**config.mk**
```make
export PLATFORM = sky130hd
export DESIGN_NAME = gmtc_ram
export DESIGN_NICKNAME = d
export VERILOG_FILES = /design/src/sv/gmtc_ram.sv
export SDC_FILE = /design/constraint.sdc
export NUM_CORES = 1
export LEC_CHECK = 0
export ABC_CLOCK_PERIOD_IN_PS = 2310
export BUFFER_PORTS_ARGS = -buffer_cell sky130_fd_sc_hd__buf_2
export CAP_MARGIN = 20
export CORE_MARGIN = 2
export CORE_UTILIZATION = 54
export CTS_CLUSTER_DIAMETER = 30
export DETAILED_ROUTE_END_ITERATION = 12
export PLACE_DENSITY = 0.75
export SYNTH_ARGS = -nofsm -noshare
export SYNTH_HDL_FRONTEND = slang
export SYNTH_SLANG_ARGS = --single-unit
```
**constraint.sdc**
```tcl
create_clock -name i_clk -period 2.31 [get_ports i_clk]
set_input_delay 0.231 -clock i_clk [delete_from_list [all_inputs] [get_ports i_clk]]
set_output_delay 0.231 -clock i_clk [all_outputs]
set_load 0.05 [all_outputs]
```
**src/sv/gmtc_ram.sv**
```systemverilog
// ----------------------------------------------------------------------------
// gmtc_ram
// Single-port-write, single-read synchronous RAM with registered read.
// ----------------------------------------------------------------------------
module gmtc_ram #(
    parameter int WIDTH = 8,
    parameter int DEPTH = 16
) (
    input  logic                     i_clk,
    input  logic                     i_we,
    input  logic [$clog2(DEPTH)-1:0] i_waddr,
    input  logic [WIDTH-1:0]         i_wdata,
    input  logic [$clog2(DEPTH)-1:0] i_raddr,
    output logic [WIDTH-1:0]         o_rdata
);
    logic [WIDTH-1:0] r_mem [DEPTH];

    always_ff @(posedge i_clk) begin
        if (i_we) begin
            r_mem[i_waddr] <= i_wdata;
        end
        o_rdata <= r_mem[i_raddr];
    end
endmodule

```
==> reports/summary.md <==
The mean instance size in the synthesized netlist works out to 22.5 sq um. The netlist uses 19 different library cells. The total power of the final layout is 5670 uW, and the total via count after detailed routing is 2,463. In the global route stage, overall resource usage came out at 20.2%.

Row generation in the floorplan step produced 35 rows. The area growth from synthesis to layout is 18.1%. The wire length of the first global-routing pass came out at 14.5 mm. The clock drives 136 sinks. The run gives 3.98 mm as the wire length on met1. For the worst setup path, the data required time is 2.71 ns. The tools report the combinational cell fraction of total power as 5.4%.

Of the total synthesized cell area, the portion taken by XOR and XNOR cells is 0%. The type of the worst min-delay path was input port to flip-flop. Share of synthesized area spent on multiplexers: 15.0%. The dominant delay contributor by cell family on the critical path is multiplexers. The sequential power share is 48.9%, and the netlist area before placement is 0.00515 sq mm. The post-synthesis sequential element count was 136. The tools report the root cell of the clock tree as sky130_fd_sc_hd__clkbuf_8.

The maximum level of the CTS H-tree is 4. The logs give 0 for the overflow left after global routing and 0.0103 sq mm for the die area. The share of the cycle needed by the critical path after routing is 60.6%, and the final net count is 298.

Counting every net in the synthesized netlist gives 247. For the number of CTS-inserted buffers, the log shows 17. The final routed wirelength across all metal layers is 9.42 mm. After detailed routing, the met2 layer carries 4.84 mm of wire. The count of cells along the worst register-to-register path was 3; the fraction of layout instances using a drive strength above 1 was 31.1%. In this run the standard cell core region covers 0.00924 sq mm. After detailed routing, no signal wire sits above met4.

The fraction of the mapped netlist area in adder cells is 0%, and the relative contribution of the clock network to total power is 45.7%. The detailed-route wire length per cell was 22.3 um; the max-slew violation total from the final report was 0. The share of synthesized area in the top cell type comes to 74.7%. The signal on the critical path passes through mux4_1 > a22oi_1 > nand2_1. The clock reaches the later pin of the worst-skew pair after 0.51 ns. The number of setup buffers added after CTS is 0. The setup TNS after final layout came out at 0 ns.

The worst-path maximum fanout is 1, and the share of synthesized area occupied by flip-flops and latches is 77.8%. In the detailed route, the total length drawn on met3 is 495 um. Setup violations remaining at the end of the flow were counted as 0. By area the synthesized netlist is led by sky130_fd_sc_hd__edfxtp_1 (75%), sky130_fd_sc_hd__mux4_2 (7.9%), sky130_fd_sc_hd__mux4_1 (7.1%). Cell count of the worst hold path: 1. Of the total synthesized cell area, the portion taken by AND, OR, NAND and NOR gates is 3.18%. The signal arrival time at the worst endpoint is 1.80 ns. The routed design could run at a clock period as short as 1.40 ns. The tool flagged a number of max-cap violations equal to 0. The number of hold buffers added after CTS was 0.

For the number of nets with antenna violations after detailed routing, the log shows 0. TritonCTS built the clock tree. The most frequent standard cell in the layout excluding fill and tap cells is sky130_fd_sc_hd__edfxtp_1. Once routing completed, OpenROAD measured the worst setup slack at 0.911 ns. Pin slew with the least headroom to its limit: 0.773 ns. STA classifies the critical path startpoint as a flip-flop.

The top cell types in the final layout, fill and taps aside, are sky130_fd_sc_hd__edfxtp_1 (128), sky130_fd_sc_hd__buf_2 (25), sky130_fd_sc_hd__mux4_2 (18). The switching part of the total power was 20.6%. The net switching power is 1170 uW, and the compound-cell area share of the yosys netlist is 2.33%. Worst slack after detailed placement: 0.619 ns. Gates resized during post-CTS repair numbered 0. The first routing iteration left 224 violations. The diode insertion count for antenna repair is 0, and the effective utilization at floorplan is 55.7%. The power per cell area was 933 mW/mm^2. The worst setup path is captured at a flip-flop. The critical path's slowest cell is sky130_fd_sc_hd__mux4_1. Setup repair after global routing left no endpoint under its margin.

During I/O placement, the number of pins put on the boundary was 26. The number of global-route vias before repair came out at 2,465. For this run, the detailed router's first-pass iteration total came to 5.

The logs give 0.732 for the last weighted congestion value of the routability-driven placer and 0.00656 ns for the clock tree skew after final layout. The height of the die is 102 um. In this run the tightest slew margin relative to its limit is 48.3%. VDD sags by at most 0.000583 V. The largest incremental delay on the critical path came out at 0.55 ns.

The worst-case clock buffer depth was 2; the initial antenna violation count was 0. The internal power of the cells totals 4500 uW. For the total DRC errors in the routed layout, the log shows 0. The run finished with clean final reports. The category of the critical setup timing path was flip-flop to flip-flop. In the synthesized netlist, the number of instances is 229. The biggest area contributor in the post-synthesis netlist is sky130_fd_sc_hd__edfxtp_1. The tools report the upper clock frequency limit as 715 MHz. Entering global routing, the biggest net connects 33 pins. The number of hold violations in the final report is 0.

The count of buffers inserted at the top-level ports was 25. Detailed placement finished with a half-perimeter wire length of 5.80 mm. After clock tree synthesis, the clock-pin slew on the worst setup and hold paths is 0.06 ns.

The Yosys step of the flow raised 0 warnings. The logic depth of the worst setup path including buffers is 3. After synthesis, the largest family of logic cells by area is multiplexers.

Number of vias per cell after detailed routing: 5.84. In this run the horizontal extent of the chip is 102 um. The cell leakage power came out at 0.00206 uW. The final design utilization was 65.8%. Together, buffers and inverters on the worst path number 0.
==> cells by family (layout without fill, tap and decap cells) <==
logic type,count (synthesis),count (layout)
AO/OA/AOI/OAI,16,16
buffers and inverters,10,74
flip-flops,136,136
multiplexers,32,32
AND/OR/NAND/NOR,35,35
==> metal layers <==
metal,up-vias,GRT usage [%]
li1,1076,-
met1,1275,27.9
met2,102,31.9
met3,10,5.59
met4,0,6.55
met5,-,0
==> final timing paths <==
check,endpoint,from,slack (ns)
setup / recovery,o_rdata[1],r_mem[6][1],0.91
hold / removal,r_mem[6][7],i_wdata[7],0.1
setup reg to reg,o_rdata[1],r_mem[6][1],0.91
hold reg to reg,o_rdata[1],r_mem[14][1],0.67
==> cell usage after synthesis <==
| cell | instances |
|---|---|
| sky130_fd_sc_hd__mux4_2 | 18 |
| sky130_fd_sc_hd__edfxtp_1 | 128 |
| sky130_fd_sc_hd__and2_1 | 1 |
| sky130_fd_sc_hd__or3b_2 | 1 |
| sky130_fd_sc_hd__and2b_1 | 1 |
| sky130_fd_sc_hd__nand3_1 | 1 |
| sky130_fd_sc_hd__buf_2 | 3 |
| sky130_fd_sc_hd__dfxtp_1 | 8 |
| sky130_fd_sc_hd__mux4_1 | 14 |
| sky130_fd_sc_hd__a22oi_1 | 16 |
| sky130_fd_sc_hd__clkdlybuf4s25_2 | 3 |
| sky130_fd_sc_hd__nand2_1 | 9 |
| sky130_fd_sc_hd__nor2b_1 | 1 |
| sky130_fd_sc_hd__buf_6 | 3 |
| sky130_fd_sc_hd__nand3b_1 | 2 |
| sky130_fd_sc_hd__nand2b_1 | 2 |
| sky130_fd_sc_hd__nor2_1 | 13 |
| sky130_fd_sc_hd__buf_4 | 1 |
| sky130_fd_sc_hd__nor3_1 | 4 |
==> power by group through the flow <==
| stage | clock (uW) | combinational, uW | sequential [uW] |
|---|---|---|---|
| final | 2590 | 307 | 2770 |
| after CTS | 2620 | 311 | 2770 |
| after detailed placement | 0 | 308 | 2820 |
| after floorplan | 0 | 140 | 2880 |
| after global routing | 2730 | 330 | 2780 |
| after global placement | 0 | 300 | 2820 |
==> registers in the layout, summed over array words and instances, names as in the netlist <==
name,flops
r_mem,128
o_rdata,8
==> metrics by stage <==
stage | hold slack [ns] | cells | instance area (sq um)
2_1_floorplan | 0.330 | 229 | 5150
6_report | 0.0957 | 422 | 6080
3_5_place_dp | 0.626 | 390 | 5500
4_1_cts | 0.0782 | 422 | 6080
3_3_place_gp | 0.606 | 390 | 5500
5_1_grt | 0.0933 | 422 | 6080
==> cell type report <==
class                      instances  area [sq um]
sequential                       136          4000
multi-input combinational         83          1060
clock inverter                    13           156
tap                              129           161
clock buffer                      19           422
fill                             585          3160
timing repair buffer              42           278
Power figures use the tool's default switching activity.
